[config.mk]
export PLATFORM = sky130hd
export DESIGN_NAME = buddy_page_allocator
export DESIGN_NICKNAME = d
export VERILOG_FILES = /design/src/hw/rtl/bpa_pkg.sv /design/src/hw/rtl/bpa_datapath.sv /design/src/hw/rtl/bpa_ctrl.sv /design/src/hw/rtl/buddy_page_allocator.sv
export SDC_FILE = /design/constraint.sdc
export NUM_CORES = 2
export LEC_CHECK = 0
export CELL_PAD_IN_SITES_DETAIL_PLACEMENT = 1
export CELL_PAD_IN_SITES_GLOBAL_PLACEMENT = 1
export CORE_UTILIZATION = 54
export CTS_BUF_LIST = sky130_fd_sc_hd__clkbuf_4
export DETAILED_ROUTE_END_ITERATION = 7
export DONT_BUFFER_PORTS = 1
export HOLD_SLACK_MARGIN = 0.08
export PLACE_DENSITY = 0.85
export REMOVE_ABC_BUFFERS = 1
export SETUP_SLACK_MARGIN = 0.3
export SYNTH_ARGS = -nofsm -noshare
export SYNTH_HDL_FRONTEND = slang
export SYNTH_SLANG_ARGS = --single-unit
export TNS_END_PERCENT = 30
[constraint.sdc]
create_clock -name clk -period 145.1 [get_ports clk]
set_input_delay 7.255 -clock clk [delete_from_list [all_inputs] [get_ports clk]]
set_output_delay 7.255 -clock clk [all_outputs]
set_load 0.02 [all_outputs]
[src/hw/rtl/bpa_pkg.sv]
// ----------------------------------------------------------------------------
// Buddy page allocator package
// Shared request, result and controller-to-datapath command types.
// ----------------------------------------------------------------------------
package bpa_pkg;

  typedef enum logic [1:0] {
    REQ_INIT,
    REQ_ALLOC,
    REQ_FREE,
    REQ_RESERVE
  } req_t;

  typedef enum logic [1:0] {
    RES_OK,
    RES_NOFREE,
    RES_BAD
  } res_t;

  typedef enum logic [3:0] {
    OP_NOP,
    OP_LOAD,
    OP_CLR,
    OP_LAY,
    OP_ARD,
    OP_ANEXT,
    OP_ATAKE,
    OP_ASPLIT,
    OP_MRD,
    OP_MUP,
    OP_MSET,
    OP_RRD,
    OP_RNEXT,
    OP_RTAKE,
    OP_RSPLIT,
    OP_RESULT
  } dp_op_t;

  typedef struct packed {
    dp_op_t op;
    res_t   code;
  } dp_cmd_t;

  typedef struct packed {
    req_t req_in;
    logic in_bad;
    req_t req_cur;
    logic clr_last;
    logic lay_done;
    logic rd_bit;
    logic a_last;
    logic a_split_done;
    logic m_stop;
    logic r_last;
    logic r_zero;
    logic out_free;
  } dp_stat_t;

endpackage

[src/hw/rtl/bpa_datapath.sv]
// ----------------------------------------------------------------------------
// Buddy allocator datapath
// Free-mark memory, walk registers and the result register.
// ----------------------------------------------------------------------------
module bpa_datapath #(
  parameter int PAGE_COUNT  = 256,
  parameter int ORDER_COUNT = 9
) (
  input  logic              clk,
  input  logic              rst,
  input  bpa_pkg::req_t     in_req,
  input  logic [7:0]        in_page,
  input  logic [8:0]        in_count,
  input  logic              cfg_valid,
  input  logic [8:0]        cfg_data,
  input  bpa_pkg::dp_cmd_t  cmd,
  output bpa_pkg::dp_stat_t stat,
  output logic              out_valid,
  input  logic              out_ready,
  output bpa_pkg::res_t     out_status,
  output logic [7:0]        out_start
);

  localparam int PW    = $clog2(PAGE_COUNT);
  localparam int AW    = PW + 1;
  localparam int OW    = $clog2(ORDER_COUNT);
  localparam int OV    = $clog2(ORDER_COUNT + 1);
  localparam int IW    = OW + PW;
  localparam int DEPTH = ORDER_COUNT * (2 ** PW);
  localparam int SW0   = (AW > ORDER_COUNT) ? AW : ORDER_COUNT;
  localparam int SW    = ((SW0 > 10) ? SW0 : 10) + 1;
  localparam logic [SW-1:0] PAGES = SW'(PAGE_COUNT);

  function automatic logic [SW-1:0] pw(input logic [OV-1:0] o);
    return SW'(1) << o;
  endfunction

  function automatic logic [IW-1:0] idx(input logic [OV-1:0] o, input logic [SW-1:0] p);
    return {o[OW-1:0], p[PW-1:0]};
  endfunction

  logic           mem [DEPTH];
  logic           rdata;
  logic [8:0]     pool;
  bpa_pkg::req_t  op_q;
  logic [SW-1:0]  page_q;
  logic [OV-1:0]  k_q;
  logic [IW-1:0]  clr_addr;
  logic [SW-1:0]  lay_i;
  logic [SW-1:0]  lay_n;
  logic [OV-1:0]  j;
  logic [SW-1:0]  b;
  logic [SW-1:0]  s;
  logic [OV-1:0]  mo;
  logic [OV-1:0]  ro;

  logic [3:0]     kk;
  logic [SW-1:0]  kk_pw;
  logic           cnt_bad;
  logic [SW-1:0]  in_page_w;
  logic [SW-1:0]  rest;
  logic [OV-1:0]  lk;
  logic [OV-1:0]  jm;
  logic [SW-1:0]  tgt;
  logic [SW-1:0]  bud;
  logic [SW-1:0]  rbase;
  logic [OV-1:0]  ro1;
  logic [SW-1:0]  half;
  logic [SW-1:0]  other;
  logic           we;
  logic           wbit;
  logic [IW-1:0]  waddr;
  logic [IW-1:0]  raddr;

  // Input checks: order of the request count and the per-type validity.
  always_comb begin
    kk = 4'd10;
    for (int c = 9; c >= 0; c--) begin
      if ((SW'(1) << c) >= SW'(in_count)) kk = 4'(c);
    end
    kk_pw     = SW'(1) << kk;
    cnt_bad   = (in_count == 9'd0) || (32'(kk) >= ORDER_COUNT) || (kk_pw > PAGES);
    in_page_w = SW'(in_page);
  end

  always_comb begin
    rest = lay_n - lay_i;
    lk   = '0;
    for (int o = 0; o < ORDER_COUNT; o++) begin
      if (pw(OV'(o)) <= rest) lk = OV'(o);
    end
    jm    = j - OV'(1);
    tgt   = b + pw(jm);
    bud   = s ^ pw(mo);
    rbase = page_q & ~(pw(ro) - SW'(1));
    ro1   = ro - OV'(1);
    half  = pw(ro1);
    other = ((page_q & half) != '0) ? rbase : rbase + half;
  end

  always_comb begin
    stat.req_in = in_req;
    unique case (in_req)
      bpa_pkg::REQ_INIT:  stat.in_bad = 1'b0;
      bpa_pkg::REQ_ALLOC: stat.in_bad = cnt_bad;
      bpa_pkg::REQ_FREE:  stat.in_bad = cnt_bad || ((in_page_w & (kk_pw - SW'(1))) != '0) ||
                                        (in_page_w + kk_pw > PAGES);
      default:            stat.in_bad = (in_page_w >= PAGES);
    endcase
    stat.req_cur      = op_q;
    stat.clr_last     = (32'(clr_addr) == DEPTH - 1);
    stat.lay_done     = (lay_i >= lay_n);
    stat.rd_bit       = rdata;
    stat.a_last       = (b + pw(j) >= PAGES) && (32'(j) == ORDER_COUNT - 1);
    stat.a_split_done = (j == k_q);
    stat.m_stop       = (32'(mo) + 1 >= ORDER_COUNT) || (bud >= PAGES);
    stat.r_last       = (32'(ro) == ORDER_COUNT - 1);
    stat.r_zero       = (ro == '0);
    stat.out_free     = !out_valid || out_ready;
  end

  // Memory port selection.
  always_comb begin
    we    = 1'b0;
    wbit  = 1'b0;
    waddr = '0;
    raddr = '0;
    unique case (cmd.op)
      bpa_pkg::OP_CLR:    begin we = 1'b1; waddr = clr_addr; end
      bpa_pkg::OP_LAY:    begin we = 1'b1; wbit = 1'b1; waddr = idx(lk, lay_i); end
      bpa_pkg::OP_ATAKE:  begin we = 1'b1; waddr = idx(j, b); end
      bpa_pkg::OP_ASPLIT: begin we = (tgt < PAGES); wbit = 1'b1; waddr = idx(jm, tgt); end
      bpa_pkg::OP_MUP:    begin we = 1'b1; waddr = idx(mo, bud); end
      bpa_pkg::OP_MSET:   begin we = 1'b1; wbit = 1'b1; waddr = idx(mo, s); end
      bpa_pkg::OP_RTAKE:  begin we = 1'b1; waddr = idx(ro, rbase); end
      bpa_pkg::OP_ARD:    raddr = idx(j, b);
      bpa_pkg::OP_MRD:    raddr = idx(mo, bud);
      bpa_pkg::OP_RRD:    raddr = idx(ro, rbase);
      default:            ;
    endcase
  end

  always_ff @(posedge clk) begin
    if (we) mem[waddr] <= wbit;
    rdata <= mem[raddr];
  end

  always_ff @(posedge clk) begin
    if (rst) begin
      pool      <= 9'd256;
      clr_addr  <= '0;
      out_valid <= 1'b0;
    end else begin
      if (cfg_valid) pool <= cfg_data;
      if (cmd.op == bpa_pkg::OP_RESULT) begin
        out_valid <= 1'b1;
      end else if (out_ready) begin
        out_valid <= 1'b0;
      end
      unique case (cmd.op)
        bpa_pkg::OP_LOAD: begin
          op_q     <= in_req;
          page_q   <= in_page_w;
          k_q      <= OV'(kk);
          clr_addr <= '0;
          lay_i    <= '0;
          lay_n    <= (SW'(pool) > PAGES) ? PAGES : SW'(pool);
          j        <= OV'(kk);
          b        <= '0;
          s        <= in_page_w;
          mo       <= OV'(kk);
          ro       <= '0;
        end
        bpa_pkg::OP_CLR:    clr_addr <= clr_addr + IW'(1);
        bpa_pkg::OP_LAY:    lay_i <= lay_i + pw(lk);
        bpa_pkg::OP_ANEXT: begin
          if (b + pw(j) >= PAGES) begin
            j <= j + OV'(1);
            b <= '0;
          end else begin
            b <= b + pw(j);
          end
        end
        bpa_pkg::OP_ASPLIT: j <= jm;
        bpa_pkg::OP_MUP: begin
          s  <= s & ~pw(mo);
          mo <= mo + OV'(1);
        end
        bpa_pkg::OP_RNEXT:  ro <= ro + OV'(1);
        bpa_pkg::OP_RSPLIT: begin
          s  <= other;
          mo <= ro1;
          ro <= ro1;
        end
        bpa_pkg::OP_RESULT: begin
          out_status <= cmd.code;
          if (cmd.code != bpa_pkg::RES_OK || op_q == bpa_pkg::REQ_INIT) begin
            out_start <= 8'd0;
          end else if (op_q == bpa_pkg::REQ_ALLOC) begin
            out_start <= b[7:0];
          end else begin
            out_start <= page_q[7:0];
          end
        end
        default: ;
      endcase
    end
  end

endmodule

[src/hw/rtl/bpa_ctrl.sv]
// ----------------------------------------------------------------------------
// Buddy allocator controller
// Sequences clearing, layout, search, split and merge steps of a request.
// ----------------------------------------------------------------------------
module bpa_ctrl (
  input  logic              clk,
  input  logic              rst,
  input  logic              in_valid,
  output logic              in_ready,
  input  bpa_pkg::dp_stat_t stat,
  output bpa_pkg::dp_cmd_t  cmd
);

  typedef enum logic [3:0] {
    S_CLEAR, S_IDLE, S_ICLR, S_ILAY, S_AREAD, S_ACHK, S_ASPLIT,
    S_MTEST, S_MCHK, S_RREAD, S_RCHK, S_RSPLIT, S_DONE
  } state_t;

  state_t         state, state_next;
  bpa_pkg::res_t  res_code, res_code_next;

  assign in_ready = (state == S_IDLE);

  always_comb begin
    state_next    = state;
    res_code_next = res_code;
    cmd.op        = bpa_pkg::OP_NOP;
    cmd.code      = res_code;
    unique case (state)
      S_CLEAR: begin
        cmd.op = bpa_pkg::OP_CLR;
        if (stat.clr_last) state_next = S_IDLE;
      end
      S_IDLE: begin
        if (in_valid) begin
          cmd.op = bpa_pkg::OP_LOAD;
          res_code_next = bpa_pkg::RES_BAD;
          if (stat.req_in == bpa_pkg::REQ_INIT) state_next = S_ICLR;
          else if (stat.in_bad) state_next = S_DONE;
          else if (stat.req_in == bpa_pkg::REQ_ALLOC) state_next = S_AREAD;
          else if (stat.req_in == bpa_pkg::REQ_FREE) state_next = S_MTEST;
          else state_next = S_RREAD;
        end
      end
      S_ICLR: begin
        cmd.op = bpa_pkg::OP_CLR;
        if (stat.clr_last) state_next = S_ILAY;
      end
      S_ILAY: begin
        if (stat.lay_done) begin
          res_code_next = bpa_pkg::RES_OK;
          state_next    = S_DONE;
        end else begin
          cmd.op = bpa_pkg::OP_LAY;
        end
      end
      S_AREAD: begin
        cmd.op     = bpa_pkg::OP_ARD;
        state_next = S_ACHK;
      end
      S_ACHK: begin
        if (stat.rd_bit) begin
          cmd.op     = bpa_pkg::OP_ATAKE;
          state_next = S_ASPLIT;
        end else if (stat.a_last) begin
          res_code_next = bpa_pkg::RES_NOFREE;
          state_next    = S_DONE;
        end else begin
          cmd.op     = bpa_pkg::OP_ANEXT;
          state_next = S_AREAD;
        end
      end
      S_ASPLIT: begin
        if (stat.a_split_done) begin
          res_code_next = bpa_pkg::RES_OK;
          state_next    = S_DONE;
        end else begin
          cmd.op = bpa_pkg::OP_ASPLIT;
        end
      end
      S_MTEST, S_MCHK: begin
        if (state == S_MTEST && !stat.m_stop) begin
          cmd.op     = bpa_pkg::OP_MRD;
          state_next = S_MCHK;
        end else if (state == S_MCHK && stat.rd_bit) begin
          cmd.op     = bpa_pkg::OP_MUP;
          state_next = S_MTEST;
        end else begin
          // Merge ends here; a reserve may still have halves to give back.
          cmd.op = bpa_pkg::OP_MSET;
          if (stat.req_cur == bpa_pkg::REQ_RESERVE && !stat.r_zero) begin
            state_next = S_RSPLIT;
          end else begin
            res_code_next = bpa_pkg::RES_OK;
            state_next    = S_DONE;
          end
        end
      end
      S_RREAD: begin
        cmd.op     = bpa_pkg::OP_RRD;
        state_next = S_RCHK;
      end
      S_RCHK: begin
        if (stat.rd_bit) begin
          cmd.op = bpa_pkg::OP_RTAKE;
          if (stat.r_zero) begin
            res_code_next = bpa_pkg::RES_OK;
            state_next    = S_DONE;
          end else begin
            state_next = S_RSPLIT;
          end
        end else if (stat.r_last) begin
          res_code_next = bpa_pkg::RES_NOFREE;
          state_next    = S_DONE;
        end else begin
          cmd.op     = bpa_pkg::OP_RNEXT;
          state_next = S_RREAD;
        end
      end
      S_RSPLIT: begin
        cmd.op     = bpa_pkg::OP_RSPLIT;
        state_next = S_MTEST;
      end
      S_DONE: begin
        if (stat.out_free) begin
          cmd.op     = bpa_pkg::OP_RESULT;
          state_next = S_IDLE;
        end
      end
      default: state_next = S_IDLE;
    endcase
  end

  always_ff @(posedge clk) begin
    if (rst) begin
      state    <= S_CLEAR;
      res_code <= bpa_pkg::RES_OK;
    end else begin
      state    <= state_next;
      res_code <= res_code_next;
    end
  end

endmodule

[src/hw/rtl/buddy_page_allocator.sv]
// ----------------------------------------------------------------------------
// Buddy page allocator
// Init, allocate, free and single-page reserve over a buddy free map.
// ----------------------------------------------------------------------------
//
//   Channel   Direction  Handshake           Contents
//   s_*       in         s_tvalid/s_tready   request beat
//   m_*       out        m_tvalid/m_tready   result beat, one per request
//   cfg_*     in         cfg_valid/cfg_ready pool_pages register write
//
// Requests are served one at a time. Each free-map probe is a registered
// memory read followed by a check; each split or merge is a single write.
// An allocate probes block by block during its search; free and reserve
// walk the map order by order; init clears all ORDER_COUNT * 2**clog2(PAGE_COUNT)
// entries of the map and then lays out the pool one block at a time.
// After reset the same clearing sweep runs before the first request is taken;
// configuration writes are accepted at any time. A held result stalls only
// the finish of the next request, not its acceptance.
module buddy_page_allocator #(
  parameter int PAGE_COUNT  = 256,
  parameter int ORDER_COUNT = 9
) (
  input  logic        clk,
  input  logic        rst,
  input  logic        s_tvalid,
  output logic        s_tready,
  input  logic [1:0]  s_tuser,   // req_type
  input  logic [23:0] s_tdata,   // page_index [7:0], request_count [16:8], zero fill
  output logic        m_tvalid,
  input  logic        m_tready,
  output logic [1:0]  m_tuser,   // status
  output logic [7:0]  m_tdata,   // block_start
  input  logic        cfg_valid,
  output logic        cfg_ready,
  input  logic [8:0]  cfg_data
);

  bpa_pkg::dp_cmd_t  cmd;
  bpa_pkg::dp_stat_t stat;
  bpa_pkg::res_t     out_status;

  // The pool size register can always take a write.
  assign cfg_ready = 1'b1;
  assign m_tuser   = out_status;

  bpa_ctrl u_ctrl (
    .clk      (clk),
    .rst      (rst),
    .in_valid (s_tvalid),
    .in_ready (s_tready),
    .stat     (stat),
    .cmd      (cmd)
  );

  bpa_datapath #(
    .PAGE_COUNT  (PAGE_COUNT),
    .ORDER_COUNT (ORDER_COUNT)
  ) u_datapath (
    .clk        (clk),
    .rst        (rst),
    .in_req     (bpa_pkg::req_t'(s_tuser)),
    .in_page    (s_tdata[7:0]),
    .in_count   (s_tdata[16:8]),
    .cfg_valid  (cfg_valid),
    .cfg_data   (cfg_data),
    .cmd        (cmd),
    .stat       (stat),
    .out_valid  (m_tvalid),
    .out_ready  (m_tready),
    .out_status (out_status),
    .out_start  (m_tdata)
  );

endmodule

# Word level (Yosys, flattened, before mapping)
# Memory sizes are Yosys's and may differ from the RTL's. A register that Yosys moved wholly into a read port is not among the register bits.
# Cells that the tools add are included.
# word_totals
word_cells,247
out_inout_bits,13
memories,1
input_bits,40
ff_bits,108
ram_bits,2304
# op_classes
shifts,7
bitwise,8
eq_ne,49
reduce_logical,43
mux,79
addsub,15
order_cmp,27
# mem_list
name,depth,word_bits,rd,rd_clocked_by_memory_dff,write_ports,line_no,text
u_datapath.mem,2304,1,1,1,1,bpa_datapath.sv:42,logic mem [DEPTH];
# ops
op,count
$mux W4,30
$pmux W12 S7,1
$shl A1 B4 Y11 const A,7
$eq A4 B4 Y1 const B,15
$pmux W4 S12,1
$add A11 B11 Y11,4
$pmux W11 S2,2
$pmux W4 S11,1
$pmux W12 S3,1
$pmux W4 S3,3
$and A8 B11 Y11,3
$pmux W11 S3,1
$eq A4 B3 Y1 const B,8
$ge A32 B4 Y1 const B,1
$mux W2,15
$mux W3,9
$pmux W12 S2,1
$ge A11 B9 Y1 const B,2
$gt A11 B9 Y1 const B,2
$mux W11,2
$ne A2 B2 Y1 const B,11
$not A11 Y11,2
$reduce_bool A11 Y1,2
$sub A11 B1 Y11 const B,2
other kinds (61),102

# Logic depth before layout (Yosys ltp)
# logic_depth
depth_word,21
mapped_depth,31
ltp_nobuf,31

# Cells and area by module
# A second synthesis with hierarchy kept.
# hier_totals
hier_cells,10761
hier_area_um2,116887.1
# by_module_without_submodules
mod,area_per_inst_um2,cells_per_inst,instances,seq_area_each_um2
bpa_datapath,115886.1,10620,1,71989.0
bpa_ctrl,989.7,139,1,120.1
buddy_page_allocator,11.3,2,1,0.0

# Worst setup path before layout
# OpenSTA, ideal clock, no wires.
# synth_path
kind,register to register
start,register u_datapath.mo[0]
end,"memory u_datapath.mem[0], data pin"
slack_ps,35982
n_path_buf,2
path_stages_with_launch,11
synth_period_minus_slack_ps,109118
setup_time_ps,18031
required_time_ps,127069
arrival_ps,91087
cell_sequence,edfxtp_1 ha_1 ha_1 and3b_1 or4_4 buf_6 and2_1 buf_6 a21oi_2 inv_1 o21ai_0
# synth_via
elab_chain_cells,11
elab_cells_between_ends,15
cone_classes,add/sub (1); order compare (2); eq/ne (3); shift (1); mux (3); bitwise (1); reduce/logical (4)
# synth_lines
item,line_no,text
from (decl),bpa_datapath.sv:54,logic [OV-1:0] mo;
from (signal assigned),bpa_datapath.sv:171,mo <= OV'(kk);
from (signal assigned),bpa_datapath.sv:187,mo <= mo + OV'(1);
from (signal assigned),bpa_datapath.sv:192,mo <= ro1;
"parallel branches: the longest is 3 deep, another holds $ge A32 B4 Y1",--,
$logic_or A1 B1 Y1 (*),bpa_datapath.sv:116,stat.m_stop = (32'(mo) + 1 >= ORDER_COUNT) || (bud >= PAGES);
$logic_not A1 Y1 (*),bpa_ctrl.sv:82,if (state == S_MTEST && !stat.m_stop) begin
$logic_and A1 B1 Y1 (*),bpa_ctrl.sv:82,
$mux W4 (*),bpa_ctrl.sv:82,
$pmux W4 S11 (*),bpa_ctrl.sv:29,unique case (state)
"$eq A4 B4 Y1, or another cell as far along",bpa_datapath.sv:128,unique case (cmd.op)
$reduce_or A3 Y1 (no line) (*),--,
$mux W1 (*),bpa_datapath.sv:128,
via u_datapath.wbit,bpa_datapath.sv:71,logic wbit;
to (decl),bpa_datapath.sv:42,
# Mark *: on every way through the listed nets, which the timed path passes.

# Final worst setup path
# layout_path
start,register u_ctrl.state[3]
end,output port s_tready
# layout_via
elab_chain_cells,1
# layout_lines
item,line_no,text
from (decl),bpa_ctrl.sv:19,"state_t state, state_next;"
from (signal assigned),bpa_ctrl.sv:139,state <= state_next;
$eq A4 B1 Y1,bpa_ctrl.sv:22,assign in_ready = (state == S_IDLE);
to (decl),buddy_page_allocator.sv:26,"output logic s_tready,"
# No other way between the ends.

==> out/results.txt <==
CTS H-tree lvls: 6
Die Footprint: 207,000 um2
Post-synthesis xor/xnor area fraction: 0.00443
Crit path DAT: 3.04 ns
Mux cell area share after synthesis: 0.0263
Post-Place Setup Slack: 133.44 ns
Max Freq: 0.0971 GHz
Avg Cell Area, Syn: 10.8 um2
DR WL/cell: 29.9 um
Reg clk slew, reported paths: 0.07 ns
Synth unique cells: 95
Crit end category: output port
Final worst slack: 134.81 ns
DRC Markers: 0
Share of the synthesized area in the top cell type: 0.646
Total CTS buffers: 640
CTS tree: built
Post-route ant nets: 0
Design area: 121,000 um2
IO buf count: 0
Core Box Area: 203,000 um2
IO Pins: 53
Cell taking the most area after synthesis: edfxtp_1
Antenna violations before repair: 18
Crit-path max FO: 24
PostCTS Resize Cnt: 0
Main combinational cell family by area after synthesis: simple AND/OR/NAND/NOR gates
Pleak: 36.4 nW
HPWL after DPL: 213 mm
Height of the die: 455 um
Area after DPL: 113,000 um2
Worst Hold Slack: 0.424 ns
Seq/Total Area, Yosys: 0.651
Synth Area in Simple Gates: 0.210
Synthesized flop and latch total: 2,411
Clock latency on the worst-skew pair: 1.50 ns
WS Path Type: reg -> out
Adder-Cell Fraction of Synth Area: 0.0120
Post-CTS Setup Bufs: 0
Final setup viols: 0
Minimum clock period: 10.29 ns
Period utilization: 0.0709
Vias: 88,505
Status: finished with violations
Setup TNS: 0 ns
Site Rows: 165
Asr flop ratio synth: 0
Peak supply drop: 9.54 uV
Failing checks: max-slew violations
Synth area leaders: edfxtp_1 (65%), nor2_1 (8.5%), nand2_1 (6.1%)
Final hold viol count: 0
Overflow left after global routing: 0
Vias in the first global route: 92,152
HP Class: reg -> reg
Synthesized area: 111,000 um2
Starting density of the core: 0.546
Final WL: 399 mm
RePlAce Congestion: 0.906
Slew Limit Fails: 94
Routed vias/inst: 6.63
Headroom to the max-slew limit: -0.0266
CTS root buf: clkbuf_4
Worst setup SP type: flip-flop
Die X: 455 um
Warnings from Yosys: 0
Number of flops mapped to enable cells by yosys: 2,382
Unrepaired setup endpoints after global routing: no
Total GRT Usage: 0.381
Cells after Synth: 10,227
Synth Flop Type: edfxtp_1
1st-iter DRT viols: 12,876
Worst EP required: 137.85 ns
Largest net degree at the start of global routing: 296
Global-route wire length before repair: 579 mm
Hold buffer count at cts: 0
Measured slew at the worst slew-check pin: 1.54 ns
Layout cells sized above 1: 0.137
Nets: 10,371
Area grow syn2layout: 8.90%
Clk_skew: 0.114 ns
TritonCTS Sinks: 2,411
Pwr Total: 1.36 mW
Max_cap viols: 0
Complex-gate fraction of the synthesized area: 0.0592
Clock Path Buffers: 4
P per Cell Area: 11.3 nW/um2
DRT Pass-1 Iters: 8
report_power, final:
group / internal (mW) / switching (mW) / total [mW]
logic: 0.00185 / 0.00614 / 0.00800
registers: 0.753 / 0.000554 / 0.754
clock network: 0.305 / 0.290 / 0.595
total: 1.06 / 0.297 / 1.36
layout make-up:
cell class              count  area [um2]
clock buffers             942        7070
multi-input cells        6865       35200
diodes                     19        47.5
clock inverters           123         641
flip-flops and latches   2411       72100
well taps                2672        3340
inverters                  74         278
repair buffers            236        1980
fillers                 21277       82300
routing by layer:
metal | up-vias | track usage | wire, um
li1 | 36320 | - | -
met1 | 44207 | 0.467 | 139000
met2 | 6370 | 0.605 | 186000
met3 | 1602 | 0.0958 | 48000
met4 | 6 | 0.245 | 26400
met5 | - | 0 | 38
path summary, 6_finish.rpt:
check	startpoint	cells past startpoint	slack [ns]	to
worst max register to register	u_datapath.mo[0]$_DFFE_PP_	21	136.46	u_datapath.rdata$_DFF_P_
worst max-delay path	u_ctrl.state[3]$_SDFFE_PP0P_	3	134.81	s_tready
worst min-delay path	u_ctrl.res_code[1]$_SDFFE_PP0P_	0	0.42	u_datapath.out_status[1]$_DFFE_PP_
worst min register to register	u_ctrl.res_code[1]$_SDFFE_PP0P_	0	0.42	u_datapath.out_status[1]$_DFFE_PP_
worst max-delay path, stage by stage, from the launching register on:
cell	delay (ns)
dfxtp_1	0.56
nor2b_1	0.51
nand2_1	0.24
inv_1	0.29
cells by family (layout without fill, tap and decap cells):
kind of cell    after synthesis  in the layout
buf+inv                     954           1375
compound gates              938            938
simple gates               5615           5615
other cells                   2             24
xor+xnor                     56             56
flops                      2411           2411
fa+ha+maj                   103            103
mux                         148            148
flip-flops by register name (all words and copies together), names as in the netlist, 4 cells and up:
register              flops
u_datapath.ro             4
u_datapath.page_q         8
u_datapath.out_start      8
u_datapath.clr_addr      12
u_datapath.pool           9
u_datapath.k_q            4
u_datapath.mem         2304
u_datapath.lay_n          9
u_datapath.j              4
u_datapath.s             11
u_datapath.lay_i         11
u_datapath.mo             4
u_datapath.b             11
u_ctrl.state              4
synthesized netlist by cell type, drive strengths merged (90+ instances only):
cell type  number
edfxtp       2382
o21ai         124
nand2        1814
a22oi          96
ha             97
nor2         2508
a32oi         102
buf           319
and3           90
clkbuf        561
nand3         922
a21oi         223
mux4          112
a31oi         104
stage by stage:
stage          std cells  utilization
2_1_floorplan       9350            -
3_3_place_gp       12257        0.556
3_5_place_dp       12257        0.556
4_1_cts            13322        0.594
5_1_grt            13330        0.594
6_report           13342        0.594
placed cells by master, fill, tap and decap left out, types with 81 or more instances in the layout:
master,instances
clkinv_1,96
nand3_1,837
a32oi_1,102
edfxtp_1,2382
a22oi_1,96
ha_1,97
a21oi_1,220
nand3_2,81
clkbuf_4,942
mux4_2,105
buf_4,220
a31oi_1,104
nand2_1,1802
nor2_1,2503
o21ai_0,115
and3_1,89
Power figures use the tool's default switching activity.
